--- src/hdl/sodbr_pkg.sv ---
// Shared types and constants for the send-on-delta batch reporter.
// Used by the controller, the datapath and the top level; no dependencies.
package sodbr_pkg;

  localparam int BATCH_DEPTH = 10;
  localparam int ADDR_W = (BATCH_DEPTH > 1) ? $clog2(BATCH_DEPTH) : 1;

  localparam int TEMP_W = 11;
  localparam int HUM_W = 10;
  localparam int PCT_W = 7;
  localparam int TIME_W = 32;
  localparam int ENTRY_W = TEMP_W + HUM_W + PCT_W + TIME_W;

  localparam int LAST_TH_W = 15;
  localparam int LAST_PCT_W = 11;

  localparam logic signed [LAST_TH_W-1:0] SENTINEL_TH = -15'sd10000;
  localparam logic signed [LAST_PCT_W-1:0] SENTINEL_PCT = -11'sd1000;

  localparam logic [9:0] RST_TEMP_DB = 10'd5;
  localparam logic [9:0] RST_HUM_DB = 10'd20;
  localparam logic [6:0] RST_PCT_DB = 7'd5;

  localparam int CFG_IDX_W = 2;
  localparam int CFG_DATA_W = 10;
  localparam logic [CFG_IDX_W-1:0] CFG_TEMP_DB = 2'd0;
  localparam logic [CFG_IDX_W-1:0] CFG_HUM_DB = 2'd1;
  localparam logic [CFG_IDX_W-1:0] CFG_PCT_DB = 2'd2;

  typedef enum logic [1:0] {
    ST_IDLE,
    ST_READ,
    ST_LOAD
  } state_t;

  typedef struct packed {
    logic accept;
    logic rd_en;
    logic load_out;
  } cmd_t;

  typedef struct packed {
    logic qualify;
    logic fill_last;
    logic rd_last;
    logic out_free;
  } status_t;

endpackage

--- src/hdl/sodbr_ctrl.sv ---
// Controller state machine of the send-on-delta batch reporter.
// Depends on sodbr_pkg; drives commands to sodbr_datapath.
module sodbr_ctrl import sodbr_pkg::*; (
  input  logic    clk,
  input  logic    rst_n,
  input  logic    in_valid,
  output logic    in_stall,
  input  status_t status,
  output cmd_t    cmd
);

  state_t state_r;
  state_t state_nxt;

  always_ff @(posedge clk) begin
    if (!rst_n) begin
      state_r <= ST_IDLE;
    end else begin
      state_r <= state_nxt;
    end
  end

  always_comb begin
    state_nxt = state_r;
    case (state_r)
      ST_IDLE: begin
        if (in_valid && status.qualify && status.fill_last) begin
          state_nxt = ST_READ;
        end
      end
      ST_READ: begin
        state_nxt = ST_LOAD;
      end
      ST_LOAD: begin
        if (status.out_free) begin
          state_nxt = status.rd_last ? ST_IDLE : ST_READ;
        end
      end
      default: begin
        state_nxt = ST_IDLE;
      end
    endcase
  end

  always_comb begin
    in_stall = 1'b1;
    cmd = '0;
    case (state_r)
      ST_IDLE: begin
        in_stall = 1'b0;
        cmd.accept = in_valid;
      end
      ST_READ: begin
        cmd.rd_en = 1'b1;
      end
      ST_LOAD: begin
        cmd.load_out = status.out_free;
      end
      default: begin
        in_stall = 1'b1;
      end
    endcase
  end

endmodule

--- src/hdl/sodbr_datapath.sv ---
// Datapath of the send-on-delta batch reporter: deadband registers, last
// reported values, batch store and output register. Depends on sodbr_pkg.
module sodbr_datapath import sodbr_pkg::*; (
  input  logic                      clk,
  input  logic                      rst_n,
  input  cmd_t                      cmd,
  output status_t                   status,
  input  logic                      cfg_we,
  input  logic [CFG_IDX_W-1:0]      cfg_index,
  input  logic [CFG_DATA_W-1:0]     cfg_data,
  input  logic signed [TEMP_W-1:0]  in_temperature_tenths,
  input  logic [HUM_W-1:0]          in_humidity_tenths,
  input  logic [PCT_W-1:0]          in_knob_percent,
  input  logic [TIME_W-1:0]         in_time_stamp,
  output logic                      out_valid,
  input  logic                      out_stall,
  output logic signed [TEMP_W-1:0]  out_temperature,
  output logic [HUM_W-1:0]          out_humidity,
  output logic [PCT_W-1:0]          out_percent,
  output logic [TIME_W-1:0]         out_time,
  output logic                      out_last_of_batch
);

  logic [9:0] temp_db_r;
  logic [9:0] hum_db_r;
  logic [6:0] pct_db_r;

  logic signed [LAST_TH_W-1:0]  last_temp_r;
  logic signed [LAST_TH_W-1:0]  last_hum_r;
  logic signed [LAST_PCT_W-1:0] last_pct_r;

  logic [ADDR_W-1:0] fill_r;
  logic [ADDR_W-1:0] fill_nxt;
  logic [ADDR_W-1:0] rd_idx_r;
  logic [ADDR_W-1:0] rd_idx_nxt;

  logic [ENTRY_W-1:0] mem [BATCH_DEPTH];
  logic [ENTRY_W-1:0] rdata_r;

  logic out_valid_r;
  logic out_valid_nxt;
  logic signed [TEMP_W-1:0] out_temp_r;
  logic [HUM_W-1:0]         out_hum_r;
  logic [PCT_W-1:0]         out_pct_r;
  logic [TIME_W-1:0]        out_time_r;
  logic                     out_last_r;

  logic signed [16:0] d_temp;
  logic signed [16:0] d_hum;
  logic signed [12:0] d_pct;
  logic [16:0] a_temp;
  logic [16:0] a_hum;
  logic [12:0] a_pct;
  logic q_temp;
  logic q_hum;
  logic q_pct;
  logic store_we;

  always_comb begin
    d_temp = 17'(in_temperature_tenths) - 17'(last_temp_r);
    d_hum = $signed({7'b0, in_humidity_tenths}) - 17'(last_hum_r);
    d_pct = $signed({6'b0, in_knob_percent}) - 13'(last_pct_r);
    a_temp = d_temp[16] ? 17'(-d_temp) : 17'(d_temp);
    a_hum = d_hum[16] ? 17'(-d_hum) : 17'(d_hum);
    a_pct = d_pct[12] ? 13'(-d_pct) : 13'(d_pct);
    q_temp = a_temp >= {7'b0, temp_db_r};
    q_hum = a_hum >= {7'b0, hum_db_r};
    q_pct = a_pct >= {6'b0, pct_db_r};
  end

  assign store_we = cmd.accept && (q_temp || q_hum || q_pct);

  assign status.qualify = q_temp || q_hum || q_pct;
  assign status.fill_last = (fill_r == ADDR_W'(BATCH_DEPTH - 1));
  assign status.rd_last = (rd_idx_r == ADDR_W'(BATCH_DEPTH - 1));
  assign status.out_free = !out_valid_r || !out_stall;

  always_ff @(posedge clk) begin
    if (!rst_n) begin
      temp_db_r <= RST_TEMP_DB;
      hum_db_r <= RST_HUM_DB;
      pct_db_r <= RST_PCT_DB;
    end else if (cfg_we) begin
      case (cfg_index)
        CFG_TEMP_DB: temp_db_r <= cfg_data;
        CFG_HUM_DB: hum_db_r <= cfg_data;
        CFG_PCT_DB: pct_db_r <= cfg_data[6:0];
        default: begin
        end
      endcase
    end
  end

  always_ff @(posedge clk) begin
    if (!rst_n) begin
      last_temp_r <= SENTINEL_TH;
      last_hum_r <= SENTINEL_TH;
      last_pct_r <= SENTINEL_PCT;
    end else if (store_we) begin
      if (q_temp) begin
        last_temp_r <= LAST_TH_W'(in_temperature_tenths);
      end
      if (q_hum) begin
        last_hum_r <= $signed({5'b0, in_humidity_tenths});
      end
      if (q_pct) begin
        last_pct_r <= $signed({4'b0, in_knob_percent});
      end
    end
  end

  always_comb begin
    fill_nxt = fill_r;
    if (store_we) begin
      fill_nxt = status.fill_last ? '0 : fill_r + 1'b1;
    end
    rd_idx_nxt = rd_idx_r;
    if (cmd.load_out) begin
      rd_idx_nxt = status.rd_last ? '0 : rd_idx_r + 1'b1;
    end
    out_valid_nxt = out_valid_r;
    if (cmd.load_out) begin
      out_valid_nxt = 1'b1;
    end else if (!out_stall) begin
      out_valid_nxt = 1'b0;
    end
  end

  always_ff @(posedge clk) begin
    if (!rst_n) begin
      fill_r <= '0;
      rd_idx_r <= '0;
      out_valid_r <= 1'b0;
    end else begin
      fill_r <= fill_nxt;
      rd_idx_r <= rd_idx_nxt;
      out_valid_r <= out_valid_nxt;
    end
  end

  always_ff @(posedge clk) begin
    if (store_we) begin
      mem[fill_r] <= {in_temperature_tenths, in_humidity_tenths, in_knob_percent,
                      in_time_stamp};
    end
    if (cmd.rd_en) begin
      rdata_r <= mem[rd_idx_r];
    end
  end

  always_ff @(posedge clk) begin
    if (cmd.load_out) begin
      out_temp_r <= $signed(rdata_r[ENTRY_W-1 -: TEMP_W]);
      out_hum_r <= rdata_r[PCT_W+TIME_W +: HUM_W];
      out_pct_r <= rdata_r[TIME_W +: PCT_W];
      out_time_r <= rdata_r[TIME_W-1:0];
      out_last_r <= status.rd_last;
    end
  end

  assign out_valid = out_valid_r;
  assign out_temperature = out_temp_r;
  assign out_humidity = out_hum_r;
  assign out_percent = out_pct_r;
  assign out_time = out_time_r;
  assign out_last_of_batch = out_last_r;

  a_fill_range: assert property (@(posedge clk) disable iff (!rst_n)
    fill_r < ADDR_W'(BATCH_DEPTH))
    else $error("batch fill count out of range");

  a_batch_restart: assert property (@(posedge clk) disable iff (!rst_n)
    (store_we && status.fill_last) |=> (fill_r == '0))
    else $error("fill count did not restart after a full batch");

  a_no_store_in_drain: assert property (@(posedge clk) disable iff (!rst_n)
    (cmd.rd_en || cmd.load_out) |-> !store_we)
    else $error("batch store written while draining");

endmodule

--- src/hdl/send_on_delta_batch_reporter_unit.sv ---
// Top level of the send-on-delta batch reporter: joins controller and datapath.
// Depends on sodbr_pkg, sodbr_ctrl and sodbr_datapath.
//
// Each accepted reading is compared per channel against the last reported value;
// when any channel moves by at least its deadband the reading goes into a
// ten-entry batch store. The input is not stalled while the block is
// collecting. When the tenth reading is stored, the block stalls its input and
// drains the batch: each result is read from the store and then loaded into the
// output register, waiting while the output side stalls. Configuration writes
// are always ready.
module send_on_delta_batch_reporter_unit import sodbr_pkg::*; (
  input  logic                      clk,
  input  logic                      rst_n,
  input  logic                      in_valid,
  output logic                      in_stall,
  input  logic signed [TEMP_W-1:0]  in_temperature_tenths,
  input  logic [HUM_W-1:0]          in_humidity_tenths,
  input  logic [PCT_W-1:0]          in_knob_percent,
  input  logic [TIME_W-1:0]         in_time_stamp,
  output logic                      out_valid,
  input  logic                      out_stall,
  output logic signed [TEMP_W-1:0]  out_temperature,
  output logic [HUM_W-1:0]          out_humidity,
  output logic [PCT_W-1:0]          out_percent,
  output logic [TIME_W-1:0]         out_time,
  output logic                      out_last_of_batch,
  input  logic                      cfg_valid,
  output logic                      cfg_ready,
  input  logic [CFG_IDX_W-1:0]      cfg_index,
  input  logic [CFG_DATA_W-1:0]     cfg_data
);

  cmd_t    cmd;
  status_t status;

  assign cfg_ready = 1'b1;

  sodbr_ctrl u_ctrl (
    .clk      (clk),
    .rst_n    (rst_n),
    .in_valid (in_valid),
    .in_stall (in_stall),
    .status   (status),
    .cmd      (cmd)
  );

  sodbr_datapath u_datapath (
    .clk                   (clk),
    .rst_n                 (rst_n),
    .cmd                   (cmd),
    .status                (status),
    .cfg_we                (cfg_valid && cfg_ready),
    .cfg_index             (cfg_index),
    .cfg_data              (cfg_data),
    .in_temperature_tenths (in_temperature_tenths),
    .in_humidity_tenths    (in_humidity_tenths),
    .in_knob_percent       (in_knob_percent),
    .in_time_stamp         (in_time_stamp),
    .out_valid             (out_valid),
    .out_stall             (out_stall),
    .out_temperature       (out_temperature),
    .out_humidity          (out_humidity),
    .out_percent           (out_percent),
    .out_time              (out_time),
    .out_last_of_batch     (out_last_of_batch)
  );

endmodule
--- config.mk ---
export PLATFORM = sky130hd
export DESIGN_NAME = send_on_delta_batch_reporter_unit
export DESIGN_NICKNAME = d
export VERILOG_FILES = /design/src/hdl/sodbr_pkg.sv /design/src/hdl/sodbr_ctrl.sv /design/src/hdl/sodbr_datapath.sv /design/src/hdl/send_on_delta_batch_reporter_unit.sv
export SDC_FILE = /design/constraint.sdc
export NUM_CORES = 1
export LEC_CHECK = 0
export BUFFER_PORTS_ARGS = -buffer_cell sky130_fd_sc_hd__buf_2
export CORE_MARGIN = 2
export CORE_UTILIZATION = 60
export CTS_CLUSTER_DIAMETER = 100
export CTS_CLUSTER_SIZE = 28
export DETAILED_ROUTE_END_ITERATION = 6
export GPL_ROUTABILITY_DRIVEN = 1
export PLACE_DENSITY = 0.76
export SYNTH_ARGS = -nofsm -noshare
export SYNTH_HDL_FRONTEND = slang
export SYNTH_SLANG_ARGS = --single-unit
export TNS_END_PERCENT = 100
--- constraint.sdc ---
create_clock -name clk -period 14.4 [get_ports clk]
set_input_delay 0.72 -clock clk [delete_from_list [all_inputs] [get_ports clk]]
set_output_delay 0.72 -clock clk [all_outputs]
set_load 0.005 [all_outputs]
== Word-level counts from Yosys, hierarchy flattened ==
Memories as Yosys holds them, arrays and structs flattened. A register that Yosys moved wholly into a read port is not among the register bits.
Index checks and enable logic that the tools add are counted.

* Flip-flop bits (word level): 135
* Bits in writable memories: 600
* Input port bits: 77
* Word-level logic and storage cells: 70
* Memories: 1

* $add $sub $neg: 8
* Order comparisons: 3
* Equality and inequality tests: 9
* Muxes and demuxes: 17
* Reduce and logical (&&, ||, !) cells: 17

{| class="wikitable"
|+ Memory list
! memory !! depth !! bits a word !! rd ports !! clocked after Yosys merged registers in !! write ports !! line !! text
|-
| u_datapath.mem || 10 || 60 || 1 || 1 || 1 || sodbr_datapath.sv:37 || <nowiki>logic [ENTRY_W-1:0] mem [BATCH_DEPTH];</nowiki>
|}

{| class="wikitable"
|+ Operators with widths
! cell !! count
|-
| $ge A17 B10 Y1 || 2
|-
| $mux W17 || 2
|-
| $neg A17 Y17 || 2
|-
| $sub A11 B15 Y16 || 2
|-
| $reduce_and A2 Y1 || 7
|-
| $ge A13 B7 Y1 || 1
|-
| $mux W13 || 1
|-
| $neg A13 Y13 || 1
|-
| $sub A8 B11 Y12 || 1
|-
| $mux W1 || 9
|-
| $add A4 B1 Y4 const B || 2
|-
| $eq A4 B4 Y1 const B || 2
|-
| $mux W4 || 2
|-
| $ne A2 B1 Y1 const B || 3
|-
| $pmux W2 S3 || 1
|-
| $eq A2 B1 Y1 const B || 2
|-
| $eq A2 B2 Y1 const B || 2
|-
| $logic_not A2 Y1 || 2
|-
| $mux W2 || 2
|-
| $logic_and A1 B1 Y1 || 3
|-
| $logic_or A1 B1 Y1 || 3
|-
| $logic_not A1 Y1 || 2
|}

== Longest topological paths before layout ==
Gate-level depths: netlist (run 1).

* Depth after elaboration: 10
* Gate-level depth with buffers: 21

== Modules after synthesis ==
From an unflattened synthesis (run 1), not the netlist that was laid out.

* Cells, all modules: 1,862
* Area, all modules: 32,135.8 sq um

{| class="wikitable"
|+ Modules (own cells, without submodules)
! module !! times used !! cells each !! area an instance (sq um)
|-
| sodbr_datapath || 1 || 1,846 || 31,998.2
|-
| sodbr_ctrl || 1 || 14 || 126.4
|-
| send_on_delta_batch_reporter_unit || 1 || 2 || 11.3
|}

== Worst setup path before layout (run 1) ==
OpenSTA, ideal clock, no wires.

* Path type: input -> register
* Start: input in_humidity_tenths[0]
* End: memory u_datapath.mem[8][0] (netlist bit), enable pin
* Setup time: 0.626 ns
* Arrival: 9.821 ns
* Required time: 13.774 ns
* Setup slack: 3.953 ns
* Stages on the path: 20
* Cell sequence: inv_1 > ha_1 > inv_1 > fa_1 > a211o_1 > o21a_1 > xor2_1 > or3_1 > or3_1 > o31ai_1 > xnor2_1 > ha_1 > o2111a_1 > o21ai_0 > nand2_1 > a31oi_1 > a21boi_0 > nand4_1 > o21ai_4 > nor4_1

* Cells in the longest elaborated chain, start to end: 9

{| class="wikitable"
|+ RTL lines
! what !! line !! text
|-
| start, declared || send_on_delta_batch_reporter_unit.sv:17 || <nowiki>input logic [HUM_W-1:0] in_humidity_tenths,</nowiki>
|-
| $sub A11 B15 Y16 (*) || sodbr_datapath.sv:61 || <nowiki>d_hum = $signed({7'b0, in_humidity_tenths}) - 17'(last_hum_r);</nowiki>
|-
| $neg A17 Y17 || sodbr_datapath.sv:64 || <nowiki>a_hum = d_hum[16] ? 17'(-d_hum) : 17'(d_hum);</nowiki>
|-
| $mux W17 (*) || sodbr_datapath.sv:64 ||
|-
| $ge A17 B10 Y1 (*) || sodbr_datapath.sv:67 || <nowiki>q_hum = a_hum >= {7'b0, hum_db_r};</nowiki>
|-
| $logic_or A1 B1 Y1 (*) (2 in series) || sodbr_datapath.sv:71 || <nowiki>assign store_we = cmd.accept && (q_temp || q_hum || q_pct);</nowiki>
|-
| $logic_and A1 B1 Y1 (*) || sodbr_datapath.sv:71 ||
|-
| $mux W1 (*) || sodbr_datapath.sv:142 || <nowiki>if (store_we) begin</nowiki>
|-
| $mux W1 (implied by the code) (*) || sodbr_datapath.sv:143 || <nowiki>mem[fill_r] <= {in_temperature_tenths, in_humidity_tenths, in_knob_percent,</nowiki>
|-
| end, declared || sodbr_datapath.sv:37 ||
|}

Mark *: on every way between the ends. The rest lies on a longest branch, timed or not.

== Final worst setup path (run 1) ==
* Start: register u_datapath.last_hum_r[2]
* End: memory u_datapath.mem[3][33] (netlist bit), enable pin

* Cells in the longest elaborated chain, start to end: 9

{| class="wikitable"
|+ RTL lines
! what !! line !! text
|-
| start, declared || sodbr_datapath.sv:29 || <nowiki>logic signed [LAST_TH_W-1:0] last_hum_r;</nowiki>
|-
| start signal, assigned || sodbr_datapath.sv:104 || <nowiki>last_hum_r <= $signed({5'b0, in_humidity_tenths});</nowiki>
|-
| $sub A11 B15 Y16 (*) || sodbr_datapath.sv:61 ||
|-
| $neg A17 Y17 || sodbr_datapath.sv:64 ||
|-
| $mux W17 (*) || sodbr_datapath.sv:64 ||
|-
| $ge A17 B10 Y1 (*) || sodbr_datapath.sv:67 ||
|-
| $logic_or A1 B1 Y1 (*) (2 in series) || sodbr_datapath.sv:71 ||
|-
| $logic_and A1 B1 Y1 (*) || sodbr_datapath.sv:71 ||
|-
| $mux W1 (*) || sodbr_datapath.sv:142 ||
|-
| $mux W1 (implied by the code) (*) || sodbr_datapath.sv:143 ||
|}

Marked as above.

==> results of run 1 <==
-- power breakdown --
part	switching [mW]	internal, mW	total, mW
registers	0.0186	2.56	2.58
clock network	0.666	0.484	1.15
logic	0.246	0.158	0.403
-- per-stage QoR --
stage          power, mW  cell area [um2]  setup slack [ps]  utilization
3_3_place_gp        3.02            33600              8150        0.637
3_5_place_dp        3.04            33600              7980        0.637
2_1_floorplan       2.92            32100              3950            -
4_1_cts             4.17            34600              8550        0.656
5_1_grt             4.30            34600              8050        0.656
6_report            4.14            34600              8540        0.656
-- layout make-up --
class                   instances  share of cell area
clock buffers                  50              0.0278
well taps                     688              0.0249
multi-input cells             928               0.247
clock inverters                 7             0.00231
inverters                      72             0.00784
repair buffers                157              0.0243
flip-flops and latches        790               0.665
-- registers in the layout, summed over array words and instances, names as in the netlist, 10 cells and up --
signal	cells
u_datapath.mem	600
u_datapath.rdata_r	60
u_datapath.out_time	32
u_datapath.last_temp_r	12
u_datapath.last_hum_r	11
u_datapath.out_temperature	11
u_datapath.hum_db_r	10
u_datapath.out_humidity	10
u_datapath.temp_db_r	10
-- cells in the final DEF (no fill, tap or decap), types with 8 or more instances in the layout --
cell type,count
ha_1,60
o21ai_1,13
clkbuf_16,36
a31oi_1,8
o21ai_0,34
nand2b_1,16
a21o_1,14
a21oi_1,112
dfxtp_1,65
nand3_1,28
xor2_1,13
nor2_1,76
mux4_2,120
inv_1,70
mux2i_1,95
xnor2_1,25
nor2b_1,67
buf_2,139
nand2_1,46
buf_4,17
clkbuf_1,13
edfxtp_1,721
nor3_1,10
a211oi_1,65
-- metal layers --
| metal | part of all wire | global-route usage |
|---|---|---|
| met5 | 0.00086 | 0 |
| met4 | 0.018 | 0.0484 |
| met3 | 0.057 | 0.0354 |
| met2 | 0.50 | 0.378 |
| met1 | 0.43 | 0.306 |
-- cells by family after synthesis --
group | count (synthesis)
AND/OR/NAND/NOR | 304
XOR/XNOR | 38
flip-flops | 790
other | 1
buffers and inverters | 159
multiplexers | 217
adder cells (fa/ha/maj) | 63
AO/OA/AOI/OAI | 305
-- worst min-delay path: cells and delay by family --
kind            cells  cell delay (ps)
compound gates      1               50
buf+inv             1               90
simple gates        1               70
-- worst max-delay path by stage --
stage | from | to | cells after the start | slack, ps
2_1_floorplan | in_humidity_tenths[0] | u_datapath.mem[8][0] | 20 | 3950
3_3_place_gp | in_humidity_tenths[2] | u_datapath.mem[3][26] | 20 | 8150
5_1_grt | u_datapath.last_hum_r[2] | u_datapath.mem[3][52] | 21 | 8050
6_report | u_datapath.last_hum_r[2] | u_datapath.mem[3][33] | 20 | 8540
4_1_cts | u_datapath.last_hum_r[2] | u_datapath.mem[3][52] | 20 | 8550
3_5_place_dp | in_humidity_tenths[2] | u_datapath.mem[3][25] | 20 | 7980
==> metrics.cfg, run 1 <==
[logic_synthesis]
synth-simple-area-share = 0.0500
ys.flop_type = edfxtp_1
async_flop_share = 0
synth_top_family_by_area = multiplexers
synth.largest_area_cell = edfxtp_1
seq_area_frac_synth = 0.717
synth_common_cells = edfxtp_1 (721), mux4_2 (120), a21oi_1 (113)
synth_mux_area_frac = 0.115
synth_area_leaders = edfxtp_1 (67%), mux4_2 (8.4%), dfxtp_1 (4.3%), mux2i_1 (3.0%), ha_1 (2.3%)
synth_area_mm2 = 0.0321
synth_compound_area_frac = 0.0633
synth_cell_types = 79
avgSynthCellArea_um2 = 17.1
synth_fa_ha_area_frac = 0.0252
yosysMostFrequentCell = edfxtp_1
ys.warnings.count = 0
synth_xor_xnor_area_share = 0.0104
yosysTopAreaCellShare = 0.674
synth_seq_cells = 790
syn-num-nets = 2017
synth-edff-count = 721
synth_cells = 1877

[timing]
layout_min_cycle_time_ps = 5860
fin_crit_sh = 0.407
max_freq_ghz = 0.171
hold_viol = 0
setup_viol = 0
drv_slew = 0
tightest_slew_ps = 1080
holdWs_ps = 392
finalSetupTns_ps = 0
relSlewSlack = 0.278
fin_skew_ps = 44.0
rsz0062_at_grt = no

[worst_setup_path]
crit_required_ps = 14600
r2r_cells = 20
crit_path_end_kind = flip-flop
cp_slowest_cell = or4_1
path_delay_family = compound AO/OA/AOI/OAI gates
crit_type = reg2reg
r2r-start = u_datapath.last_hum_r[2]
rrSetupSlack_ps = 8540
arrival_ps = 6060
r2r-end = u_datapath.mem[3][33]
start_kind = flip-flop
cp_slowest_stage_delay_ps = 500
crit_buf_inv = 2
path_cells = inv_1, ha_1, or2_2, o21ai_0, nand3_1, and2_1, or4_1, o31ai_1, xnor2_1, ha_1, a21o_1, a211oi_1, nand2_1, a31oi_1, a21boi_0, nand4_1, a22oi_4, a21oi_2, nor3b_4, buf_4
critPathMaxFanout = 60
cpMostUsedCell = ha_1

[layout]
register_area_mm2 = 0.0230
fill_cells = 3578
syn_to_final_growth_pct = 7.84
fin_cells = 2692
insertedDiodeCount = 0
drive_gt1_frac = 0.180
nets = 2124
multi_input_area_mm2 = 0.00857

[cts]
clkSinkCount = 790
post_cts_buffers = 0
cts_resized = 0
cts_tree = yes
cts_max_path_buffers = 3
cts_buffers = 35
root_buffer = clkbuf_16
cts.clk_slew.worst_paths_ps = 100
hold_buffers = 0
htreeDepth = 2
clkLatencyLatePin_ps = 600

[grt]
grt_use_total = 0.222
grt_max_degree = 119
grt_first_pass_wirelength_mm = 94.7
grt_pass1_vias = 16748
antenna_found_initial = 4
grt_overflow_total = 0

[routing]
via_count = 16535
drtIter0Drc = 1446
finalWirelength_mm = 60.6
drc = 0
ant_nets = 0
via_per_inst = 6.14
firstDrtPassIters = 7
post_drt_wl_per_cell_um = 22.5

[min_path]
hold_path_end = u_datapath.temp_db_r[7]
hold_start = cfg_data[7]
hp-class = in2reg
hold_path_depth = 3

[placement]
port_buffers = 139
dp_cells = 2635
place.detailed.hpwl_mm = 34.1
gp_congestion = 0.869

[pwr]
leakage_nw = 11.3
ir_drop_mv = 0.0787
power.density_mw_per_mm2 = 119

[die]
die-area_mm2 = 0.0554
io_pins = 141
die_y_um = 235
coreArea_mm2 = 0.0528
die_w_um = 235
num_rows = 84
initial_core_util = 0.609

[job]
drv_cap = 0

[run_status]
status = completed

Note: power is estimated with default switching activity, not from simulation.
==> inputs of run 2 (changes only) <==
--- a/config.mk
+++ b/config.mk
@@ -7,12 +7,12 @@
 export LEC_CHECK = 0
 export BUFFER_PORTS_ARGS = -buffer_cell sky130_fd_sc_hd__buf_2
 export CORE_MARGIN = 2
-export CORE_UTILIZATION = 60
+export CORE_UTILIZATION = 55
 export CTS_CLUSTER_DIAMETER = 100
 export CTS_CLUSTER_SIZE = 28
 export DETAILED_ROUTE_END_ITERATION = 6
 export GPL_ROUTABILITY_DRIVEN = 1
-export PLACE_DENSITY = 0.76
+export PLACE_DENSITY = 0.73
 export SYNTH_ARGS = -nofsm -noshare
 export SYNTH_HDL_FRONTEND = slang
 export SYNTH_SLANG_ARGS = --single-unit
==> constraint.sdc (replaced) <==
create_clock -name clk -period 4.8 [get_ports clk]
set_input_delay 0.24 -clock clk [delete_from_list [all_inputs] [get_ports clk]]
set_output_delay 0.24 -clock clk [all_outputs]
set_load 0.005 [all_outputs]
==> metrics.cfg, run 2 (synthesized netlist as in run 1, its figures left out) <==
[run_status]
status = finished with violations
violations = setup timing

[layout]
fin_cells = 2955
syn_to_final_growth_pct = 15.3
register_area_mm2 = 0.0230
largest_register_ffs = 600
final_design_area_no_fill_mm2 = 0.0370
fin_util = 0.642
drive_gt1_frac = 0.239
regMostFlops = u_datapath.mem
multi_input_area_mm2 = 0.00872
layout_common_cells = edfxtp_1 (721), buf_2 (139), mux4_2 (120)
fill_cells = 3998
final_common_cell = edfxtp_1
nets = 2317

[timing]
max_freq_ghz = 0.202
layout_min_cycle_time_ps = 4950
drv_slew = 0
fin_crit_sh = 1.03
finalSetupTns_ps = -46940
relSlewSlack = 0.264
tightest_slew_ps = 1100
setup_ws_ps = -145
setup_viol = 570
rsz0062_at_grt = yes
fin_skew_ps = 20.3
hold_viol = 0
holdWs_ps = 44.2

[routing]
finalWirelength_mm = 65.8
ant_nets = 0
via_per_inst = 5.91
drc = 0
via_count = 17472
post_drt_wl_per_cell_um = 22.3
drtIter0Drc = 1472
firstDrtPassIters = 6

[grt]
grt_use_total = 0.220
antenna_found_initial = 2
grt_max_degree = 82
grt_overflow_total = 0
grt_pass1_vias = 17754
grt_first_pass_wirelength_mm = 102

[pwr]
combinationalPowerShare = 0.123
power.density_mw_per_mm2 = 341
power_switching_share = 0.227
leakage_nw = 12.3
power.total_mw = 12.6
intPower_mw = 9.75
ir_drop_mv = 0.277
clkPwrFrac = 0.263
switchingPower_mw = 2.87
pwr-share-seq = 0.614

[worst_setup_path]
r2r_cells = 25
cp_slowest_cell = or3_4
rrSetupSlack_ps = -150
cpMostUsedCell = buf_12
arrival_ps = 5230
r2r-start = u_datapath.last_hum_r[0]
critPathMaxFanout = 19
cp_slowest_stage_delay_ps = 380
crit_path_end_kind = flip-flop
worstSetupStartpoint = u_datapath.last_hum_r[0]
start_kind = flip-flop
crit_required_ps = 5080
r2r-end = u_datapath.mem[8][20]
crit_type = reg2reg

[min_path]
hp-class = in2reg
hold_path_end = u_datapath.mem[0][45]
hold_start = in_humidity_tenths[6]
hold_path_depth = 1

[die]
die_y_um = 246
num_rows = 88
io_pins = 141
die-area_mm2 = 0.0603
initial_core_util = 0.557
coreArea_mm2 = 0.0577
die_w_um = 246

[placement]
dp_cells = 2838
place.detailed.hpwl_mm = 41.6
place_area_mm2 = 0.0352
gp_congestion = 0.860
port_buffers = 139
dp_slack_ps = -432

[cts]
clkLatencyLatePin_ps = 590
cts_tree = yes
htreeDepth = 2
clkSinkCount = 790
cts.clk_slew.worst_paths_ps = 100
cts_buffers = 34
root_buffer = clkbuf_16
cts_max_path_buffers = 3

[job]
drv_cap = 0

-- run 2: how the worst max path moves through the flow --
| stage | endpoint | slack [ps] | cells after the start |
|---|---|---|---|
| after floorplan | u_datapath.mem[1][0] | -1370 | 19 |
| final | u_datapath.mem[8][20] | -150 | 25 |
| after global routing | u_datapath.mem[7][24] | -370 | 23 |
| after global placement | u_datapath.mem[2][8] | -370 | 24 |
| after detailed placement | u_datapath.mem[2][1] | -430 | 24 |
| after CTS | u_datapath.mem[1][46] | -140 | 24 |
-- run 2: final cells by class --
| type | instances | share of cell area |
|---|---|---|
| Clock inverter | 6 | 0.00169 |
| Multi-Input combinational cell | 928 | 0.236 |
| Sequential cell | 790 | 0.623 |
| Clock buffer | 42 | 0.0238 |
| Inverter | 72 | 0.00740 |
| Antenna cell | 1 | 0.0000676 |
| Tap cell | 765 | 0.0259 |
| Timing Repair Buffer | 351 | 0.0828 |
-- run 2: critical path, delay by kind of cell (launching register included) --
family	cells	cell delay, ps
AOI/OAI and AO/OA	8	1170
and+or+nand+nor	5	1080
buffers and inverters	7	950
adders and majority gates	3	780
DFF	1	360
xor gates and xnor gates	2	280
-- run 2: power groups by stage --
stage          clock (mW)  combinational, mW  sequential [mW]
4_1_cts              3.39               1.54             7.75
2_1_floorplan           0              0.877             7.89
3_3_place_gp            0               1.39             7.90
5_1_grt              3.60               1.72             7.77
6_report             3.31               1.55             7.75
3_5_place_dp            0               1.43             7.91
-- run 2: routing by layer --
| layer | GRT usage | share of wire | vias up | wire, um |
|---|---|---|---|---|
| li1 | - | - | 7945 | - |
| met5 | 0 | 0.00011 | - | 7 |
| met1 | 0.308 | 0.42 | 8914 | 27900 |
| met4 | 0.0460 | 0.015 | 2 | 976 |
| met2 | 0.373 | 0.50 | 542 | 32800 |
| met3 | 0.0304 | 0.062 | 69 | 4070 |
-- run 2: timing repair --
item                                   in CTS  in global routing
pin swaps                                  19                  4
gates resized for setup                    18                 15
cloned                                      3                  2
setup endpoints to repair                 468                612
buffers inserted                           13                  3
hold buffers                               49                  0
endpoints found under the hold margin     387                  0
